==> src/hw/rtl/assert_macros.svh <==
// Assertion helpers; they compile away when SYNTH is defined.
`ifndef ASSERT_MACROS_SVH
`define ASSERT_MACROS_SVH

`ifndef SYNTH

// Same-cycle implication, disabled during reset
`define ASSERT_IMPL(label, clk, rstn, ante, cons) \
    label: assert property (@(posedge clk) disable iff (!(rstn)) (ante) |-> (cons)) \
        else $error("assertion failed: same-cycle implication");

// Next-cycle implication, disabled during reset
`define ASSERT_NEXT(label, clk, rstn, ante, cons) \
    label: assert property (@(posedge clk) disable iff (!(rstn)) (ante) |=> (cons)) \
        else $error("assertion failed: next-cycle implication");

`else

`define ASSERT_IMPL(label, clk, rstn, ante, cons)
`define ASSERT_NEXT(label, clk, rstn, ante, cons)

`endif

`endif

==> src/hw/rtl/i2cms_pkg.sv <==
package i2cms_pkg;

    // Command codes; also the sequencer state
    localparam logic [2:0] CMD_IDLE  = 3'd0;
    localparam logic [2:0] CMD_START = 3'd1;
    localparam logic [2:0] CMD_STOP  = 3'd2;
    localparam logic [2:0] CMD_WRITE = 3'd3;
    localparam logic [2:0] CMD_READ  = 3'd4;
    localparam logic [2:0] CMD_WAIT  = 3'd5;

    // Last step of each sequence, and step bounds inside read and wait
    localparam logic [5:0] START_LAST = 6'd2;
    localparam logic [5:0] STOP_LAST  = 6'd3;
    localparam logic [5:0] WRITE_LAST = 6'd47;
    localparam logic [5:0] READ_LAST  = 6'd29;
    localparam logic [5:0] READ_BITS_END = 6'd24;
    localparam logic [5:0] READ_REL_END  = 6'd26;
    localparam logic [5:0] READ_ACK_END  = 6'd28;
    localparam logic [5:0] WAIT_ACK_STEP = 6'd4;
    localparam logic [5:0] WAIT_SAMPLE   = 6'd2;
    localparam logic [5:0] WAIT_STOP_0   = 6'd5;
    localparam logic [5:0] WAIT_LAST     = 6'd8;

    // Bit phase limits
    localparam logic [2:0] WR_PH_LAST = 3'd5;
    localparam logic [2:0] RD_PH_LAST = 3'd2;

    localparam logic [7:0] MSB_MASK = 8'h80;

    typedef logic [2:0] cmd_t;

endpackage

==> src/hw/rtl/i2c_master_bit_sequencer_top.sv <==
// I2C master line sequencer. Each accepted item is one prescaler tick carrying
// the sampled SDA level and, while idle, an optional command (start, stop,
// write byte, read byte with ACK/NACK, wait for ACK). Every item yields exactly
// one result in the next cycle with the SCL/SDA levels to drive for that tick,
// busy/done flags, the received byte at the end of a read and the ACK level
// at the end of a wait-ack. Throughput is one item per clock: the step logic
// is a single pass from the sequencer registers to the result register, and
// s_ready stays high whenever the result register is empty or being taken.
// Commands arriving while a sequence runs are ignored.
`include "assert_macros.svh"

module i2c_master_bit_sequencer_top
    import i2cms_pkg::*;
(
    input  logic       aclk,
    input  logic       aresetn,
    input  logic       s_valid,
    output logic       s_ready,
    input  logic [2:0] s_action,
    input  logic [7:0] s_tx_byte,
    input  logic       s_send_ack,
    input  logic       s_sda_in,
    output logic       m_valid,
    input  logic       m_ready,
    output logic       m_scl,
    output logic       m_sda,
    output logic       m_busy_res,
    output logic       m_done_res,
    output logic [7:0] m_rx_byte,
    output logic       m_ack_level
);

    // Sequencer state
    cmd_t       cmd_reg,    cmd_next;
    logic [5:0] step_reg,   step_next;
    logic [2:0] ph_reg,     ph_next;
    logic [7:0] tx_reg,     tx_next;
    logic [7:0] rx_reg,     rx_next;
    logic       scl_reg,    scl_next;
    logic       sda_reg,    sda_next;
    logic       acks_reg,   acks_next;
    logic       ackc_reg,   ackc_next;

    // Result register
    logic       valid_reg,  valid_next;
    logic       oscl_reg,   oscl_next;
    logic       osda_reg,   osda_next;
    logic       obusy_reg,  obusy_next;
    logic       odone_reg,  odone_next;
    logic [7:0] orx_reg,    orx_next;
    logic       oack_reg,   oack_next;

    // Working values for this tick
    logic       accept;
    logic       starting;
    logic       active;
    cmd_t       cmd;
    logic [5:0] s;
    logic [2:0] ph;
    logic [7:0] tx;
    logic [7:0] rx;
    logic       ackc;
    logic       acks;
    logic       c, d, endc, endd, last, ackbit;
    logic [5:0] ws;

    assign s_ready = !valid_reg || m_ready;
    assign accept  = s_valid && s_ready;

    // Command launch and effective state
    always_comb begin
        starting = (cmd_reg == CMD_IDLE) && (s_action inside {[CMD_START:CMD_WAIT]});
        cmd      = starting ? s_action : cmd_reg;
        active   = (cmd != CMD_IDLE);
        s        = starting ? 6'd0 : step_reg;
        ph       = starting ? 3'd0 : ph_reg;
        tx       = starting ? s_tx_byte : tx_reg;
        ackc     = starting ? s_send_ack : ackc_reg;
        rx       = (starting && (s_action == CMD_READ)) ? 8'd0 : rx_reg;
        ackbit   = !ackc;
        ws       = s - WAIT_STOP_0;
    end

    // Line levels for the current step
    always_comb begin
        c     = scl_reg;
        d     = sda_reg;
        endc  = 1'b0;
        endd  = 1'b0;
        last  = 1'b0;
        rx_next = rx;
        tx_next = tx;
        acks    = acks_reg;
        ph_next = 3'd0;
        case (cmd)
            CMD_START: begin
                c    = (s < 6'd2);
                d    = (s == 6'd0);
                last = (s >= START_LAST);
            end
            CMD_STOP: begin
                c    = (s[1:0] >= 2'd1);
                d    = (s[1:0] >= 2'd2);
                last = (s >= STOP_LAST);
                endc = 1'b1;
                endd = 1'b1;
            end
            CMD_WRITE: begin
                d    = |(tx & MSB_MASK);
                c    = (ph == 3'd2) || (ph == 3'd3);
                endd = d;
                last = (s >= WRITE_LAST);
                ph_next = (ph == WR_PH_LAST) ? 3'd0 : ph + 3'd1;
                if (ph == WR_PH_LAST) begin
                    tx_next = {tx[6:0], 1'b0};
                end
            end
            CMD_READ: begin
                if (s < READ_BITS_END) begin
                    d = 1'b1;
                    c = (ph == RD_PH_LAST);
                    if (ph == RD_PH_LAST) begin
                        rx_next = {rx[6:0], s_sda_in};
                    end
                end else if (s < READ_REL_END) begin
                    c = 1'b0;
                    d = 1'b1;
                end else if (s < READ_ACK_END) begin
                    c = 1'b0;
                    d = ackbit;
                end else begin
                    c = 1'b1;
                    d = ackbit;
                end
                ph_next = (ph == RD_PH_LAST) ? 3'd0 : ph + 3'd1;
                last = (s >= READ_LAST);
                endd = ackbit;
            end
            CMD_WAIT: begin
                if (s < WAIT_STOP_0) begin
                    d = 1'b1;
                    c = (s >= 6'd1) && (s <= 6'd3);
                    if (s == WAIT_SAMPLE) begin
                        acks = s_sda_in;
                    end
                    if ((s == WAIT_ACK_STEP) && !acks) begin
                        last = 1'b1;
                        endd = 1'b1;
                    end
                end else begin
                    // NACK seen: stop sequence follows
                    c = (ws[1:0] >= 2'd1);
                    d = (ws[1:0] >= 2'd2);
                    if (s >= WAIT_LAST) begin
                        last = 1'b1;
                        endc = 1'b1;
                        endd = 1'b1;
                    end
                end
            end
            default: begin
                c = scl_reg;
                d = sda_reg;
            end
        endcase
    end

    // Next state and result
    always_comb begin
        cmd_next   = cmd_reg;
        step_next  = step_reg;
        scl_next   = scl_reg;
        sda_next   = sda_reg;
        acks_next  = acks_reg;
        ackc_next  = ackc_reg;
        valid_next = valid_reg;
        oscl_next  = oscl_reg;
        osda_next  = osda_reg;
        obusy_next = obusy_reg;
        odone_next = odone_reg;
        orx_next   = orx_reg;
        oack_next  = oack_reg;

        if (m_ready) begin
            valid_next = 1'b0;
        end
        if (accept) begin
            valid_next = 1'b1;
            oscl_next  = c;
            osda_next  = d;
            obusy_next = active && !last;
            odone_next = active && last;
            orx_next   = (active && last && (cmd == CMD_READ)) ? rx_next : 8'd0;
            oack_next  = active && last && (cmd == CMD_WAIT) && acks;
            if (active) begin
                ackc_next = ackc;
                acks_next = acks;
                if (last) begin
                    cmd_next  = CMD_IDLE;
                    step_next = 6'd0;
                    scl_next  = endc;
                    sda_next  = endd;
                end else begin
                    cmd_next  = cmd;
                    step_next = s + 6'd1;
                    scl_next  = c;
                    sda_next  = d;
                end
            end
        end
    end

    // Control state
    always_ff @(posedge aclk) begin
        if (!aresetn) begin
            cmd_reg   <= CMD_IDLE;
            step_reg  <= 6'd0;
            ph_reg    <= 3'd0;
            tx_reg    <= 8'd0;
            rx_reg    <= 8'd0;
            scl_reg   <= 1'b1;
            sda_reg   <= 1'b1;
            acks_reg  <= 1'b0;
            ackc_reg  <= 1'b0;
            valid_reg <= 1'b0;
        end else begin
            cmd_reg   <= cmd_next;
            step_reg  <= step_next;
            scl_reg   <= scl_next;
            sda_reg   <= sda_next;
            acks_reg  <= acks_next;
            ackc_reg  <= ackc_next;
            valid_reg <= valid_next;
            if (accept && active) begin
                ph_reg <= ph_next;
                tx_reg <= tx_next;
                rx_reg <= rx_next;
            end
        end
    end

    // Result payload
    always_ff @(posedge aclk) begin
        oscl_reg  <= oscl_next;
        osda_reg  <= osda_next;
        obusy_reg <= obusy_next;
        odone_reg <= odone_next;
        orx_reg   <= orx_next;
        oack_reg  <= oack_next;
    end

    assign m_valid     = valid_reg;
    assign m_scl       = oscl_reg;
    assign m_sda       = osda_reg;
    assign m_busy_res  = obusy_reg;
    assign m_done_res  = odone_reg;
    assign m_rx_byte   = orx_reg;
    assign m_ack_level = oack_reg;

    // Checks
    `ASSERT_IMPL(a_idle_step_zero, aclk, aresetn, cmd_reg == CMD_IDLE, step_reg == 6'd0)
    `ASSERT_NEXT(a_done_goes_idle, aclk, aresetn, accept && active && last, cmd_reg == CMD_IDLE)
    `ASSERT_NEXT(a_active_flags, aclk, aresetn, accept && active, m_busy_res || m_done_res)
    `ASSERT_IMPL(a_start_len, aclk, aresetn, cmd_reg == CMD_START, step_reg < 6'd3)

endmodule
==> config.mk <==
export PLATFORM = sky130hd
export DESIGN_NAME = i2c_master_bit_sequencer_top
export DESIGN_NICKNAME = d
export VERILOG_FILES = /design/src/hw/rtl/i2cms_pkg.sv /design/src/hw/rtl/i2c_master_bit_sequencer_top.sv
export VERILOG_INCLUDE_DIRS = /design/src /design/src/hw/rtl
export SDC_FILE = /design/constraint.sdc
export NUM_CORES = 1
export LEC_CHECK = 0
export BUFFER_PORTS_ARGS = -buffer_cell sky130_fd_sc_hd__buf_2
export CORE_MARGIN = 8
export CORE_UTILIZATION = 50
export CTS_CLUSTER_DIAMETER = 120
export DETAILED_ROUTE_END_ITERATION = 12
export PLACE_DENSITY_LB_ADDON = 0.08
export SETUP_SLACK_MARGIN = 0.2
export SLEW_MARGIN = 0
export SYNTH_ARGS = -nofsm -noshare
export SYNTH_HDL_FRONTEND = slang
export SYNTH_SLANG_ARGS = --single-unit
==> constraint.sdc <==
create_clock -name aclk -period 3.6 [get_ports aclk]
set_input_delay 0.72 -clock aclk [delete_from_list [all_inputs] [get_ports aclk]]
set_output_delay 0.72 -clock aclk [all_outputs]
set_load 0.005 [all_outputs]
# ---- Word-level counts from Yosys, hierarchy flattened
# Index checks and enable logic that the tools add are counted.
dict set report op_classes {
  n_addsub 3
  multipliers 0
  div_mod_pow 0
  order_cmp 18
  eq_ne 11
  n_shift 0
  mux 41
  bitwise 0
  reduce_logical 23
}
# operator n
set op_table {}
lappend op_table {{8-bit two-way mux} 7}
lappend op_table {{1-bit two-way mux} 21}
lappend op_table {{6-bit by 5-bit < comparator with 1-bit output (second input constant)} 3}
lappend op_table {{3-bit two-way mux} 5}
lappend op_table {{1-bit one-hot mux with 5 select lines} 3}
lappend op_table {{3-bit by 2-bit equality test with 1-bit output (second input constant)} 4}
lappend op_table {{3-bit equality test (second input constant)} 4}
lappend op_table {{6-bit by 2-bit >= comparator with 1-bit output (second input constant)} 2}
lappend op_table {{1-bit logical AND} 12}
lappend op_table {{6-bit two-way mux} 2}
lappend op_table {{6-bit by 1-bit adder with 6-bit output (second input constant)} 1}
lappend op_table {{6-bit by 2-bit equality test with 1-bit output (second input constant)} 1}
lappend op_table {{6-bit by 3-bit equality test with 1-bit output (second input constant)} 1}
lappend op_table {{6-bit by 1-bit >= comparator with 1-bit output (second input constant)} 1}
lappend op_table {{6-bit by 4-bit >= comparator with 1-bit output (second input constant)} 1}
lappend op_table {{6-bit by 5-bit >= comparator with 1-bit output (second input constant)} 1}
lappend op_table {{6-bit >= comparator (second input constant)} 1}
lappend op_table {{6-bit by 2-bit less-or-equal comparator with 1-bit output (second input constant)} 1}
lappend op_table {{6-bit zero test} 1}
lappend op_table {{6-bit by 2-bit < comparator with 1-bit output (second input constant)} 1}
lappend op_table {{6-bit by 3-bit < comparator with 1-bit output (second input constant)} 1}
lappend op_table {{3-bit one-hot mux with 2 select lines} 1}
lappend op_table {{2-bit by 1-bit >= comparator with 1-bit output (second input constant)} 2}
lappend op_table {{2-bit >= comparator (second input constant)} 2}
lappend op_table {{13 further kinds} 17}
dict set report totals {
  ff_bits 46
  latchBits 0
  mem_bits_rw 0
  mem_bits_ro 0
  in_bits 17
  out_inout_bits 15
  n_memories 0
}

# ---- Longest topological paths before layout
dict set report logic_depth {
  ltp_word 16
  ltp_mapped 15
  mapped_depth_nobuf 12
}

# ---- Worst setup path before layout
# No wires, ideal clock.
dict set report synth_timing {
  path_kind {input-to-reg}
  start {input port s_action[2]}
  end {register oscl_reg, in the netlist m_scl, data pin}
  setup_time_ns 0.262
  t_arrival_ns 3.409
  required_time_ns 3.338
  setup_slack_ns -0.071
  cell_stages 12
  n_path_buf 3
  path_cell_list {buf_2 > nor3_1 > or3_1 > buf_6 > clkbuf_1 > nand2_1 > ha_1 > or4_1 > o32ai_1 > o221ai_1 > a211o_1 > or2_2}
}
dict set report synth_between {
  elab_chain_len 9
}
# item line
set synth_rtl {}
lappend synth_rtl {{start, declared} i2c_master_bit_sequencer_top.sv:19} ;# input logic [2:0] s_action,
lappend synth_rtl {{3-bit by 1-bit >= comparator with 1-bit output or 3-bit less-or-equal comparator (tied branches)} i2c_master_bit_sequencer_top.sv:72} ;# starting = (cmd_reg == CMD_IDLE) && (s_action inside {[CMD_START:CMD_WAIT]});
lappend synth_rtl {{1-bit logical AND (2 in series)} i2c_master_bit_sequencer_top.sv:72}
lappend synth_rtl {{6-bit two-way mux} i2c_master_bit_sequencer_top.sv:75} ;# s = starting ? 6'd0 : step_reg;
lappend synth_rtl {{6-bit by 5-bit < comparator with 1-bit output} i2c_master_bit_sequencer_top.sv:128} ;# end else if (s < READ_ACK_END) begin
lappend synth_rtl {{1-bit two-way mux} i2c_master_bit_sequencer_top.sv:128}
lappend synth_rtl {{1-bit two-way mux} i2c_master_bit_sequencer_top.sv:125} ;# end else if (s < READ_REL_END) begin
lappend synth_rtl {{1-bit two-way mux} i2c_master_bit_sequencer_top.sv:119} ;# if (s < READ_BITS_END) begin
lappend synth_rtl {{1-bit one-hot mux with 5 select lines *} i2c_master_bit_sequencer_top.sv:95} ;# case (cmd)
lappend synth_rtl {{via c} i2c_master_bit_sequencer_top.sv:64} ;# logic c, d, endc, endd, last, ackbit;
lappend synth_rtl {{end signal, assigned} i2c_master_bit_sequencer_top.sv:244} ;# oscl_reg <= oscl_next;
lappend synth_rtl {{end, declared} i2c_master_bit_sequencer_top.sv:46} ;# logic oscl_reg, oscl_next;
# Mark *: on every way through the listed nets, which the timed path passes. The rest lies on a longest branch.
# A chain may end at the register's enable or synchronous reset.

# ---- Final worst setup path
dict set report layout_timing {
  start {register cmd_reg[2]}
  end {register oscl_reg, in the netlist m_scl, data pin}
}
dict set report layout_between {
  elab_chain_len 8
}
# item line
set layout_rtl {}
lappend layout_rtl {{start, declared} i2c_master_bit_sequencer_top.sv:34} ;# cmd_t cmd_reg, cmd_next;
lappend layout_rtl {{start signal, assigned} i2c_master_bit_sequencer_top.sv:227} ;# cmd_reg <= cmd_next;
lappend layout_rtl {{3-bit zero test} i2c_master_bit_sequencer_top.sv:72}
lappend layout_rtl {{1-bit logical AND} i2c_master_bit_sequencer_top.sv:72}
lappend layout_rtl {{6-bit two-way mux} i2c_master_bit_sequencer_top.sv:75}
lappend layout_rtl {{6-bit by 5-bit < comparator with 1-bit output} i2c_master_bit_sequencer_top.sv:128}
lappend layout_rtl {{1-bit two-way mux} i2c_master_bit_sequencer_top.sv:128}
lappend layout_rtl {{1-bit two-way mux} i2c_master_bit_sequencer_top.sv:125}
lappend layout_rtl {{1-bit two-way mux} i2c_master_bit_sequencer_top.sv:119}
lappend layout_rtl {{1-bit one-hot mux with 5 select lines *} i2c_master_bit_sequencer_top.sv:95}
lappend layout_rtl {{via c} i2c_master_bit_sequencer_top.sv:64}
# Marks and branches as above.

==> metrics.md <==
| Metric | Value |
|---|---|
| Final core occ | `roughly three fifths` |
| Placeable core area | `between 5000 and 6000 um^2` |
| GRT overflow | `0` |
| Most frequent cells in the layout | `nor2_1, dfxtp_1, buf_2` |
| Cell area after layout | `between 3000 and 4000 um^2` |
| Sw power | `about 0.00033 W` |
| Total negative slack | `0 ps` |
| CTS Hold Bufs | `0` |
| Worst skew pair latency | `300 ps` |
| Slew margin rel. | `around 50%` |
| Routed vias/inst | `between 6 and 7` |
| Drt total wl | `slightly below 7 mm` |
| Tcrit/Tclk final | `between 80% and 90%` |
| Final Critical Period | `between 3000 and 4000 ps` |
| Syn nets | `between 300 and 400` |
| Hold WC Path Type | `reg -> reg` |
| Max-slew violation count | `0` |
| Antenna violations before repair | `0` |
| Vias in the first global route | `between 2000 and 2500` |
| Ranking of synthesized cells by area | `dfxtp_1, edfxtp_1, nor2_1` |
| Post-place instance area | `just under 3000 um^2` |
| Gpl congestion | `roughly 0.91` |
| All-layer global routing usage | `between 15 and 20%` |
| Mapped cell area | `between 2000 and 3000 um^2` |
| Rows | `26` |
| Achievable Freq | `0.316 GHz` |
| Yosys top cell area share | `approximately 25%` |
| Routed Antenna Nets | `0` |
| Worst Setup End Kind | `flip-flop` |
| Worst EP arrival | `3230 ps` |
| Synth area leader | `dfxtp_1` |
| Clk root buf | `clkbuf_8` |
| Final setup vio count | `0` |
| Max cap viols | `0` |
| Total power | `~0.0013 W` |
| YS warnings | `0` |
| Post-synth top flop | `dfxtp_1` |
| Area Growth Syn to Fin | `15.2%` |
| Final worst slack | `around 440 ps` |
| Commonest non-fill, non-tap cell in the layout | `nor2_1` |
| Port bufs | `31` |
| Sequential share of the synthesized area | `39.2%` |
| Setup crit start kind | `flip-flop` |
| Ratio of cells with drive above 1 in the final layout | `roughly 21%` |
| Sequential power share | `a little under half` |
| Comb power frac | `18.1%` |
| Yosys reg bits | `46` |
| Syn avg cell area | `8.75 um^2` |
| H-tree Lvls | `2` |
| Cells after Synth | `roughly 310` |
| CTS tree | `done` |
| PwrDens | `roughly 410 nW/um^2` |
| DR pass1 iterations | `5` |
| Kind of critical path | `reg -> reg` |
| Fill cells | `between 500 and 600` |
| Hold Vio Cnt, Final | `0` |
| I/O pin total | `32` |
| # diodes | `0` |
| First-pass GRT wire length | `~11 mm` |
| Die X | `89.2 um` |
| Setup skew after layout | `9.90 ps` |
| Slew @ Worst Pin | `~750 ps` |
| Clk pwr share | `36.4%` |
| Largest net degree at the start of global routing | `28` |
| P_leak | `roughly 1.2 nW` |
| Routed via count | `about 2500` |
| CP required | `~3700 ps` |
| Starting Density | `52.1%` |
| Cell variety after synth | `62` |
| DIE AREA | `between 7000 and 8000 um^2` |
| Fin nets | `approximately 360` |
| Max FO, Critical Path | `6` |
| Ys async rst share | `0%` |
| Status | `finished, final reports clean` |
| CTS clk-pin slew, worst paths | `90 ps` |
| Switching Share | `about a quarter` |
| Clock sinks | `46` |
| Cell internal pwr | `approximately 0.00093 W` |
| Total CTS buffers | `5` |
| Post-DP HPWL | `approximately 5.0 mm` |
| Place WS | `18.6 ps` |
| Drt initial violations | `roughly 210` |
| RSZ-0062 raised after global routing | `no` |
| DRC violations left | `0` |
| Wire per inst | `about 17 um` |
| CTS Buffer Depth | `2` |
| Post-synth EDFFs | `13` |
| Die Y | `89.2 um` |
| Peak VDD IR | `0.222 mV` |
## layer usage
metal	up-vias	GRT usage (%)	wire length [um]
met5	-	0	0
met1	1189	23.3	3230
met4	0	6.50	93
met2	77	29.6	3200
met3	11	3.40	408
li1	1212	-	-
## logic make-up (layout without fill, tap and decap cells)
kind of cell	count (synthesis)	after routing	synth area share, %
simple gates	109	109	20.9
xor+xnor	1	1	0.327
flops	46	46	39.2
compound gates	98	98	25.9
fa+ha+maj	7	7	3.27
buf+inv	33	67	5.84
mux	12	12	4.53
## path summary, 6_finish.rpt
| check | slack [ps] | end | depth (start not counted) | start |
|---|---|---|---|---|
| worst max register to register | 440 | m_scl | 9 | cmd_reg[2] |
| worst min-delay path | 500 | step_reg[0] | 2 | step_reg[0] |
| worst max-delay path | 440 | m_scl | 9 | cmd_reg[2] |
| worst min register to register | 500 | step_reg[0] | 2 | step_reg[0] |
## final cells by class
type                            count  area, um^2  share of cell area [%]
Tap cell                           70        87.6                    2.84
Multi-Input combinational cell    227        1490                    48.2
Timing Repair Buffer               47         275                    8.92
Clock inverter                      3        68.8                    2.23
Clock buffer                        5        68.8                    2.23
Sequential cell                    46        1050                    34.0
Inverter                           12        47.5                    1.54
## power by group through the flow
stage | clock, W | sequential [W] | combinational (W)
after floorplan | 0 | 0.000584 | 0.000154
after global placement | 0 | 0.000584 | 0.000221
after detailed placement | 0 | 0.000584 | 0.000222
after CTS | 0.000467 | 0.000572 | 0.000224
after global routing | 0.000483 | 0.000576 | 0.000249
final | 0.000456 | 0.000572 | 0.000227
## critical path, cell delays in order (launching register included)
cell      delay, ps
dfxtp_1         320
or3_4           430
or3_4           450
and3_1          200
ha_1            190
or4_1           390
o32ai_1         260
o221ai_1        150
a211o_1         260
or2_2           270
## synth_stat cells (2+ instances only)
cell / number
a211oi_2: 3
a21oi_1: 21
a22oi_1: 10
a32oi_1: 5
a41oi_1: 2
and2_1: 4
and3_1: 3
buf_2: 6
buf_6: 3
clkbuf_1: 11
dfxtp_1: 33
edfxtp_1: 13
ha_1: 7
inv_1: 10
mux2i_1: 11
nand2_1: 23
nand3_1: 5
nand4_1: 4
nor2_1: 35
nor2b_1: 3
nor3_1: 7
nor3b_1: 5
nor4_1: 3
o211ai_1: 4
o21a_1: 2
o21ai_0: 17
o22ai_1: 11
o31ai_1: 2
o32ai_1: 4
or3_1: 4
or4_1: 3
or4b_1: 2
## repair_timing
action,CTS,global route
gates resized for setup,0,2
setup buffers,0,0
setup endpoints to repair,0,2
## metrics by stage
| stage | cells | hold WS, ps |
|---|---|---|
| floorplan | 306 | 455 |
| global placement | 402 | 482 |
| detailed placement | 402 | 483 |
| CTS | 410 | 498 |
| global route | 410 | 547 |
| finish | 410 | 496 |
(Power assumes the default switching activity.)
